File: src/srdm_pkg.sv
`timescale 1ns / 1ps
// Shared types and constants for the sampled reuse distance monitor.
// Used by srdm_cell and by the top level; depends on nothing else.
package srdm_pkg;

  // Widths of the fixed item fields.
  localparam int unsigned ADDR_W  = 48;
  localparam int unsigned TID_W   = 4;
  localparam int unsigned CMD_W   = 2;
  localparam int unsigned LIFE_W  = 32;
  localparam int unsigned DIST_W  = 7;
  localparam int unsigned MASK_W  = 16;
  localparam int unsigned SHIFT_W = 4;
  localparam int unsigned CIDX_W  = 2;
  localparam int unsigned CDAT_W  = 16;

  // Input commands.
  localparam logic [CMD_W-1:0] CMD_ACCESS = 2'd0;
  localparam logic [CMD_W-1:0] CMD_SAMPLE = 2'd1;
  localparam logic [CMD_W-1:0] CMD_DRAIN  = 2'd2;

  // Configuration register indexes.
  localparam logic [CIDX_W-1:0] REG_ENABLE      = 2'd0;
  localparam logic [CIDX_W-1:0] REG_THREAD_MASK = 2'd1;
  localparam logic [CIDX_W-1:0] REG_BLOCK_SHIFT = 2'd2;

  localparam logic [SHIFT_W-1:0] BLOCK_SHIFT_RST = 4'd6;

  // Selection rule applied by every cell on the min chain.
  typedef enum logic [1:0] {
    SCAN_HIT,   // valid slot holding the accessed block
    SCAN_COLD,  // valid slot over the distance limit
    SCAN_ALL,   // every valid slot
    SCAN_FREE   // lowest-index empty slot
  } scan_mode_t;

  // Broadcast from the sequencer to all cells.
  typedef struct packed {
    logic              upd_start;
    logic              do_clear;
    logic              do_alloc;
    scan_mode_t        mode;
    logic [ADDR_W-1:0] blk;
  } cell_cmd_t;

  typedef enum logic [1:0] {
    CELL_IDLE,
    CELL_READ,
    CELL_CMP
  } cell_state_t;

  typedef enum logic [2:0] {
    ST_IDLE,
    ST_SCAN,
    ST_EMIT,
    ST_UPD,
    ST_UPD_WAIT,
    ST_FINAL
  } top_state_t;

  typedef enum logic [2:0] {
    PH_HIT_ACC,
    PH_HIT_SMP,
    PH_ALLOC,
    PH_COLD,
    PH_DRAIN
  } phase_t;

endpackage

File: src/srdm_cell.sv
`timescale 1ns / 1ps
// One tracking slot: sampled block, lifetime, distinct count and its seen-block store,
// plus one stage of the registered selection chain. Depends on srdm_pkg.
module srdm_cell #(
  parameter int SLOTS        = 8,
  parameter int MAX_DISTANCE = 64,
  parameter int CELL_ID      = 0
) (
  input  logic                           clk,
  input  logic                           rst,
  input  srdm_pkg::cell_cmd_t            cmd,
  input  logic [((SLOTS > 1) ? $clog2(SLOTS) : 1)-1:0] target_id,
  input  logic                           in_v,
  input  logic [((SLOTS > 1) ? $clog2(SLOTS) : 1)-1:0] in_id,
  input  logic [srdm_pkg::ADDR_W-1:0]    in_block,
  input  logic [srdm_pkg::LIFE_W-1:0]    in_life,
  input  logic [$clog2(MAX_DISTANCE+2)-1:0] in_count,
  output logic                           out_v,
  output logic [((SLOTS > 1) ? $clog2(SLOTS) : 1)-1:0] out_id,
  output logic [srdm_pkg::ADDR_W-1:0]    out_block,
  output logic [srdm_pkg::LIFE_W-1:0]    out_life,
  output logic [$clog2(MAX_DISTANCE+2)-1:0] out_count,
  output logic                           slot_on,
  output logic                           busy
);

  localparam int IW         = (SLOTS > 1) ? $clog2(SLOTS) : 1;
  localparam int SEEN_DEPTH = MAX_DISTANCE + 1;
  localparam int AW         = (SEEN_DEPTH > 1) ? $clog2(SEEN_DEPTH) : 1;
  localparam int CW         = $clog2(MAX_DISTANCE + 2);

  logic                        valid;
  logic [srdm_pkg::ADDR_W-1:0] block;
  logic [srdm_pkg::LIFE_W-1:0] life;
  logic [CW-1:0]               count;
  logic [AW-1:0]               idx;
  logic [srdm_pkg::ADDR_W-1:0] rd_data;
  logic [srdm_pkg::ADDR_W-1:0] seen_mem [SEEN_DEPTH];

  srdm_pkg::cell_state_t state, state_next;

  logic mine;
  logic start;
  logic last_entry;
  logic rd_hit;
  logic app_en;
  logic flag;
  logic take_own;

  assign mine       = (target_id == IW'(CELL_ID));
  assign start      = cmd.upd_start && valid;
  assign last_entry = ((CW'(idx) + CW'(1)) == count);
  assign rd_hit     = (rd_data == cmd.blk);

  // Next state of the seen-store search.
  always_comb begin
    state_next = state;
    unique case (state)
      srdm_pkg::CELL_IDLE: begin
        if (start && (count != '0)) state_next = srdm_pkg::CELL_READ;
      end
      srdm_pkg::CELL_READ: state_next = srdm_pkg::CELL_CMP;
      srdm_pkg::CELL_CMP: begin
        if (rd_hit || last_entry) state_next = srdm_pkg::CELL_IDLE;
        else state_next = srdm_pkg::CELL_READ;
      end
      default: state_next = srdm_pkg::CELL_IDLE;
    endcase
  end

  // Search outputs: append a block that was not found.
  always_comb begin
    app_en = 1'b0;
    busy   = (state != srdm_pkg::CELL_IDLE);
    unique case (state)
      srdm_pkg::CELL_IDLE: app_en = start && (count == '0);
      srdm_pkg::CELL_CMP:  app_en = !rd_hit && last_entry && (32'(count) < SEEN_DEPTH);
      default:             app_en = 1'b0;
    endcase
  end

  always_ff @(posedge clk) begin
    if (rst) begin
      state <= srdm_pkg::CELL_IDLE;
      valid <= 1'b0;
      life  <= '0;
      count <= '0;
    end else begin
      state <= state_next;
      if (cmd.do_clear && mine) valid <= 1'b0;
      if (cmd.do_alloc && mine) begin
        valid <= 1'b1;
        life  <= '0;
        count <= '0;
      end
      if (start && (life != '1)) life <= life + 1'b1;
      if (app_en) count <= count + 1'b1;
    end
  end

  // Sampled block and search index carry no reset.
  always_ff @(posedge clk) begin
    if (cmd.do_alloc && mine) block <= cmd.blk;
    if (state == srdm_pkg::CELL_IDLE) idx <= '0;
    else if (state == srdm_pkg::CELL_CMP) idx <= idx + 1'b1;
  end

  // Seen-block store: one write port, one registered read port.
  always_ff @(posedge clk) begin
    if (app_en) seen_mem[count[AW-1:0]] <= cmd.blk;
    rd_data <= seen_mem[idx];
  end

  // Selection stage: keep the better of the upstream candidate and this slot.
  always_comb begin
    unique case (cmd.mode)
      srdm_pkg::SCAN_HIT:  flag = valid && (block == cmd.blk);
      srdm_pkg::SCAN_COLD: flag = valid && (count > CW'(MAX_DISTANCE));
      srdm_pkg::SCAN_ALL:  flag = valid;
      default:             flag = !valid;
    endcase
    if (cmd.mode == srdm_pkg::SCAN_FREE) take_own = flag && !in_v;
    else take_own = flag && (!in_v || (block < in_block));
  end

  always_ff @(posedge clk) begin
    if (rst) begin
      out_v <= 1'b0;
    end else begin
      out_v <= in_v || take_own;
    end
  end

  always_ff @(posedge clk) begin
    if (take_own) begin
      out_id    <= IW'(CELL_ID);
      out_block <= block;
      out_life  <= life;
      out_count <= count;
    end else begin
      out_id    <= in_id;
      out_block <= in_block;
      out_life  <= in_life;
      out_count <= in_count;
    end
  end

  assign slot_on = valid;

`ifndef NO_ASSERTIONS
  // The distinct count never passes the store depth.
  a_count_bound: assert property (@(posedge clk) disable iff (rst)
    32'(count) <= SEEN_DEPTH)
    else $error("distinct count beyond store depth");

  // A search only runs on a tracked slot.
  a_search_valid: assert property (@(posedge clk) disable iff (rst)
    busy |-> valid)
    else $error("search on an empty slot");

  // A new sample never lands on a tracked slot.
  a_alloc_free: assert property (@(posedge clk) disable iff (rst)
    (cmd.do_alloc && mine) |-> !valid)
    else $error("allocation over a tracked slot");
`endif

endmodule

File: config.mk
export PLATFORM = sky130hd
export DESIGN_NAME = srdm_cell
export DESIGN_NICKNAME = d
export VERILOG_FILES = /design/src/srdm_pkg.sv /design/src/srdm_cell.sv
export SDC_FILE = /design/constraint.sdc
export NUM_CORES = 2
export LEC_CHECK = 0
export BUFFER_PORTS_ARGS = -buffer_cell sky130_fd_sc_hd__buf_4
export CAP_MARGIN = 0
export CORE_AREA = 2 2 369 645
export DETAILED_ROUTE_END_ITERATION = 10
export DIE_AREA = 0 0 371 647
export GPL_TIMING_DRIVEN = 0
export PLACE_DENSITY = 0.8
export SYNTH_ARGS = -nofsm -noshare
export SYNTH_HDL_FRONTEND = slang
export SYNTH_SLANG_ARGS = --single-unit
File: constraint.sdc
create_clock -name clk -period 8.15 [get_ports clk]
set_input_delay 1.63 -clock clk [delete_from_list [all_inputs] [get_ports clk]]
set_output_delay 1.63 -clock clk [all_outputs]
set_load 0.05 [all_outputs]
==> report_table.html <==
<table>
<tr><th>Metric</th><th>Value</th></tr>
<tr><th colspan="2">GRT</th></tr>
<tr><td>Number of antenna violations at the first check in global routing</td><td>56</td></tr>
<tr><td>Total gr overflow</td><td>0</td></tr>
<tr><td>Vias in the first global route</td><td>68700</td></tr>
<tr><td>Wire length of the first global-routing pass</td><td>538 mm</td></tr>
<tr><td>Pin count of the biggest net entering global routing</td><td>70</td></tr>
<tr><td>Global router's overall resource usage</td><td>32.8%</td></tr>
<tr><th colspan="2">Synth</th></tr>
<tr><td>Instance count of the mapped netlist</td><td>5426</td></tr>
<tr><td>Synthesis Warnings</td><td>0</td></tr>
<tr><td>Cell variety after synth</td><td>56</td></tr>
<tr><td>Main flop type after synthesis</td><td>edfxtp_1</td></tr>
<tr><td>Number of nets in the synthesized netlist</td><td>5626</td></tr>
<tr><td>Largest family of logic cells by synthesized area</td><td>multiplexers</td></tr>
<tr><td>Post-synthesis adder-cell area fraction</td><td>0.497%</td></tr>
<tr><td>Area fraction in and, or, nand and nor cells after synthesis</td><td>1.16%</td></tr>
<tr><td>XOR/XNOR Fraction of Synth Area</td><td>0.777%</td></tr>
<tr><td>Synthesized-area fraction occupied by ao, oa, aoi and oai cells</td><td>0.631%</td></tr>
<tr><td>Flops &amp; latches, synth</td><td>3356</td></tr>
<tr><td>Asr flop ratio synth</td><td>0%</td></tr>
<tr><td>Mapped Avg Cell Area</td><td>23.7 sq um</td></tr>
<tr><td>Portion of netlist area occupied by mux cells</td><td>18.9%</td></tr>
<tr><td>Number of enable flip-flop cells after synthesis</td><td>3168</td></tr>
<tr><td>Cell area after technology mapping</td><td>128000 sq um</td></tr>
<tr><td>Sequential area share after synthesis</td><td>77.0%</td></tr>
<tr><th colspan="2">Clocking</th></tr>
<tr><td>Clock latency reported for the late side of the worst-skew pair</td><td>0.91 ns</td></tr>
<tr><td>Post-cts repair resize count</td><td>0</td></tr>
<tr><td>Clk Tree Root Cell</td><td>clkbuf_16</td></tr>
<tr><td>Total clock sinks</td><td>3356</td></tr>
<tr><td>Post-CTS clock slew at the launch and capture registers of the worst setup and hold paths</td><td>0.07 ns</td></tr>
<tr><td>Number of CTS-inserted buffers</td><td>288</td></tr>
<tr><td># H-tree levels</td><td>5</td></tr>
<tr><td>CTS tree</td><td>built</td></tr>
<tr><td>Setup fix buffers added after clock tree synthesis</td><td>0</td></tr>
<tr><td>Max clock buf depth</td><td>4</td></tr>
<tr><td>Post-CTS Hold Buffers</td><td>0</td></tr>
<tr><th colspan="2">Timing</th></tr>
<tr><td>Final count of pins violating max slew</td><td>22</td></tr>
<tr><td>Slew of the pin with the lowest slew margin</td><td>1.55 ns</td></tr>
<tr><td>Post-route clock skew</td><td>0.0723 ns</td></tr>
<tr><td>Period Utilization, post-route</td><td>82.5%</td></tr>
<tr><td>Setup repair after global routing missed its margin</td><td>false</td></tr>
<tr><td>Worst relative slew slack</td><td>-3.37%</td></tr>
<tr><td>Number of hold-slack violations in the final timing report</td><td>0</td></tr>
<tr><td>Period minus WS final</td><td>6.73 ns</td></tr>
<tr><td>Setup TNS Final</td><td>0 ns</td></tr>
<tr><td>Maximum operating frequency</td><td>0.149 GHz</td></tr>
<tr><td>Final count of negative-setup-slack endpoints</td><td>0</td></tr>
<tr><td>Worst hold slack</td><td>0.468 ns</td></tr>
<tr><th colspan="2">Die</th></tr>
<tr><td>Core box area</td><td>235000 sq um</td></tr>
<tr><td>FP Rows</td><td>236</td></tr>
<tr><td>Total I/O pin count</td><td>242</td></tr>
<tr><td>Width of the die</td><td>371 microns</td></tr>
<tr><td>Die height</td><td>647 microns</td></tr>
<tr><td>Area of the die</td><td>240000 sq um</td></tr>
<tr><td>Initial standard-cell utilization of the core</td><td>54.6%</td></tr>
<tr><th colspan="2">Pwr</th></tr>
<tr><td>Combinational group share of total power</td><td>2.3%</td></tr>
<tr><td>Power per unit of standard cell area</td><td>229 nW/um^2</td></tr>
<tr><td>Switch share</td><td>20.6%</td></tr>
<tr><td>Share of total power in the clock network</td><td>41.4%</td></tr>
<tr><td>Maximum vdd drop</td><td>0.000198 V</td></tr>
<tr><td>Internal power contribution</td><td>26.7 mW</td></tr>
<tr><td>Sequential share of power</td><td>56.2%</td></tr>
<tr><td>Total net switching power</td><td>6.94 mW</td></tr>
<tr><td>Pleak</td><td>44.9 nW</td></tr>
<tr><th colspan="2">Finish</th></tr>
<tr><td>Number of fill cells</td><td>14100</td></tr>
<tr><td>Share of cells above drive strength 1</td><td>33.3%</td></tr>
<tr><td>Count of nets after finishing</td><td>6290</td></tr>
<tr><td>Core utilization of the finished layout</td><td>62.3%</td></tr>
<tr><td>Area occupied by registers</td><td>98900 sq um</td></tr>
<tr><td>Area grow syn2layout</td><td>14.2%</td></tr>
<tr><td>Multi-input gate area in the final layout</td><td>28700 sq um</td></tr>
<tr><th colspan="2">Min path</th></tr>
<tr><td>Hold Path Sink</td><td>rd_data[33]$_DFF_P_</td></tr>
<tr><td>Hold path depth</td><td>1</td></tr>
<tr><td>Path type of the worst min-delay path</td><td>reg2reg</td></tr>
<tr><td>Launch point of the worst hold path</td><td>seen_mem[64][33]$_DFFE_PP_</td></tr>
<tr><th colspan="2">Routing</th></tr>
<tr><td>Wire length per cell after detailed routing</td><td>41.5 microns</td></tr>
<tr><td>Via count</td><td>67500</td></tr>
<tr><td>Residual DRC</td><td>0</td></tr>
<tr><td>Number of iterations in the first detailed-routing pass</td><td>9</td></tr>
<tr><td>Drt first-iter violations</td><td>11200</td></tr>
<tr><td>Vias/cell</td><td>7.16</td></tr>
<tr><td>Post-route antenna net violation count</td><td>0</td></tr>
<tr><td>Total detailed-routing wirelength</td><td>392 mm</td></tr>
<tr><th colspan="2">Critical path</th></tr>
<tr><td>Most used cell along the critical path</td><td>buf_4</td></tr>
<tr><td>Critical Path Sink Type</td><td>flop</td></tr>
<tr><td>Terminus of the critical flop-to-flop path</td><td>seen_mem[0][0]$_DFFE_PP_</td></tr>
<tr><td>Longest individual stage delay on the worst path</td><td>1.05 ns</td></tr>
<tr><td>Cells traversed along the worst timing path</td><td>buf_4 -&gt; xor2_1 -&gt; nor4_1 -&gt; nand4_1 -&gt; nor3_1 -&gt; o31ai_2 -&gt; buf_4 -&gt; nand3_1 -&gt; nor2_4 -&gt; buf_12</td></tr>
<tr><td>Worst reg2reg path depth</td><td>12</td></tr>
<tr><td>Worst endpoint data arrival time</td><td>7.31 ns</td></tr>
<tr><td>Required time at the worst-slack endpoint</td><td>8.73 ns</td></tr>
<tr><td>CP max FO</td><td>68</td></tr>
<tr><td>Worst reg2reg startpoint</td><td>idx[1]$_SDFFE_PP0N_</td></tr>
<tr><td>Register-to-register setup slack</td><td>1.54 ns</td></tr>
<tr><td>Crit path max-delay cell type</td><td>nor4_1</td></tr>
<tr><td>CP startpoint kind</td><td>input port</td></tr>
<tr><td>Startpoint-to-endpoint class of the critical path</td><td>in2reg</td></tr>
<tr><th colspan="2">Placed design</th></tr>
<tr><td>Post-DP HPWL</td><td>230 mm</td></tr>
<tr><td>Number of port buffers</td><td>241</td></tr>
<tr><td>Placer Congestion</td><td>0.938</td></tr>
<tr><th colspan="2">Run status</th></tr>
<tr><td>Run status</td><td>complete, but fails checks</td></tr>
<tr><td>Violations in the final reports</td><td>capacitance limit, slew limit</td></tr>
<tr><th colspan="2">Job</th></tr>
<tr><td>Max-capacitance violation count</td><td>2</td></tr>
</table>
routing by layer:
layer	global-route usage, %	vias up	wire (microns)
met3	9.61	1901	46100
met2	55.1	6638	198000
met4	25.1	46	36900
met1	34.6	34500	111000
met5	0	-	329
li1	-	24500	-
power groups by stage:
stage / registers (mW) / logic, mW / clock network [mW]
floorplan: 19.4 / 0.137 / 0
global placement: 19.3 / 0.702 / 0
detailed placement: 19.3 / 0.743 / 0
CTS: 18.9 / 0.756 / 13.9
global route: 18.9 / 0.811 / 14.4
finish: 18.9 / 0.784 / 13.9
how the worst max path moves through the flow:
stage,end,cells past startpoint,start,slack [ns]
2_1_floorplan,seen_mem[48][0]$_DFFE_PP_,8,cmd[42],2.84
3_3_place_gp,seen_mem[53][17]$_DFFE_PP_,9,cmd[40],-2.08
3_5_place_dp,seen_mem[0][0]$_DFFE_PP_,10,cmd[40],1.06
4_1_cts,seen_mem[50][23]$_DFFE_PP_,10,cmd[40],1.75
5_1_grt,seen_mem[0][0]$_DFFE_PP_,12,idx[1]$_SDFFE_PP0N_,1.61
6_report,seen_mem[53][19]$_DFFE_PP_,10,cmd[40],1.42
cells in the mapped netlist, drive strengths merged (6+ instances only):
cell type / number / share of area [%]
edfxtp: 3168 / 74
mux4: 1008 / 18
dfxtp: 188 / 2.9
mux2: 133 / 1.2
buf: 131 / 0.49
clkbuf: 130 / 0.38
nor2: 122 / 0.36
xor2: 81 / 0.55
inv: 58 / 0.17
ha: 51 / 0.50
nand2: 48 / 0.14
o21ai: 41 / 0.16
nand3: 37 / 0.14
xnor2: 33 / 0.23
a21oi: 32 / 0.12
nand4: 24 / 0.12
nor4: 23 / 0.11
nor3: 12 / 0.051
a211oi: 10 / 0.058
and3: 10 / 0.049
o31ai: 10 / 0.062
a22o: 6 / 0.041
a31oi: 6 / 0.029
nor2b: 6 / 0.029
kinds of logic (layout without fill, tap and decap cells):
family,after synthesis,count (layout)
simple gates,310,310
xor+xnor,114,114
compound gates,129,129
flops,3356,3356
buf+inv,320,1202
fa+ha+maj,51,51
other cells,0,32
mux,1146,1146
cell type report:
class	instances	share of cell area (%)
clock buffers	371	5.33
multi-input cells	1750	19.6
flip-flops and latches	3356	67.4
diodes	32	0.0546
repair buffers	374	3.12
plain buffers	261	0.769
clock inverters	137	0.948
inverters	59	0.152
well taps	3094	2.64
state kept, by name (all words and copies together), names as in the netlist:
register,cells
out_count,7
idx,7
count,7
out_life,32
rd_data,48
out_block,48
state,2
out_id,3
life,32
seen_mem,3120
block,48
out_v,1
slot_on,1
stage by stage:
| step | cells | total power [mW] | setup WS, ns | instance area, sq um |
|---|---|---|---|---|
| floorplan | 5426 | 19.6 | 2.84 | 128000 |
| global placement | 8761 | 20.0 | -2.08 | 134000 |
| detailed placement | 8893 | 20.0 | 1.06 | 137000 |
| CTS | 9401 | 33.6 | 1.75 | 147000 |
| global route | 9412 | 34.1 | 1.61 | 147000 |
| finish | 9434 | 33.6 | 1.42 | 147000 |
cells in the final DEF (no fill, tap or decap), types with 9 or more instances in the layout:
cell	instances
buf_4	242
nor2_1	57
and3_1	10
nor2_4	65
clkinv_2	35
clkbuf_16	295
mux4_2	1008
o31ai_1	9
ha_1	51
nand2_1	48
buf_16	15
clkinv_4	9
buf_1	34
nand4_1	24
clkinv_1	43
nor4_1	23
nor3_1	11
clkbuf_2	11
buf_12	117
inv_1	59
xor2_1	80
nand3_1	37
o21ai_0	33
xnor2_1	33
diode_2	32
mux2_2	133
a211oi_1	10
dfxtp_1	188
clkinvlp_4	14
clkbuf_8	15
clkbuf_1	181
buf_2	93
bufinv_16	25
a21oi_1	32
edfxtp_1	3168
critical path: cells and delay by family:
family	cells	cell delay, ns
XOR/XNOR	1	0.53
buffers and inverters	3	1.18
AND/OR/NAND/NOR	5	3.47
AO/OA/AOI/OAI	1	0.28
No activity file was read; power rests on OpenSTA's default activity.
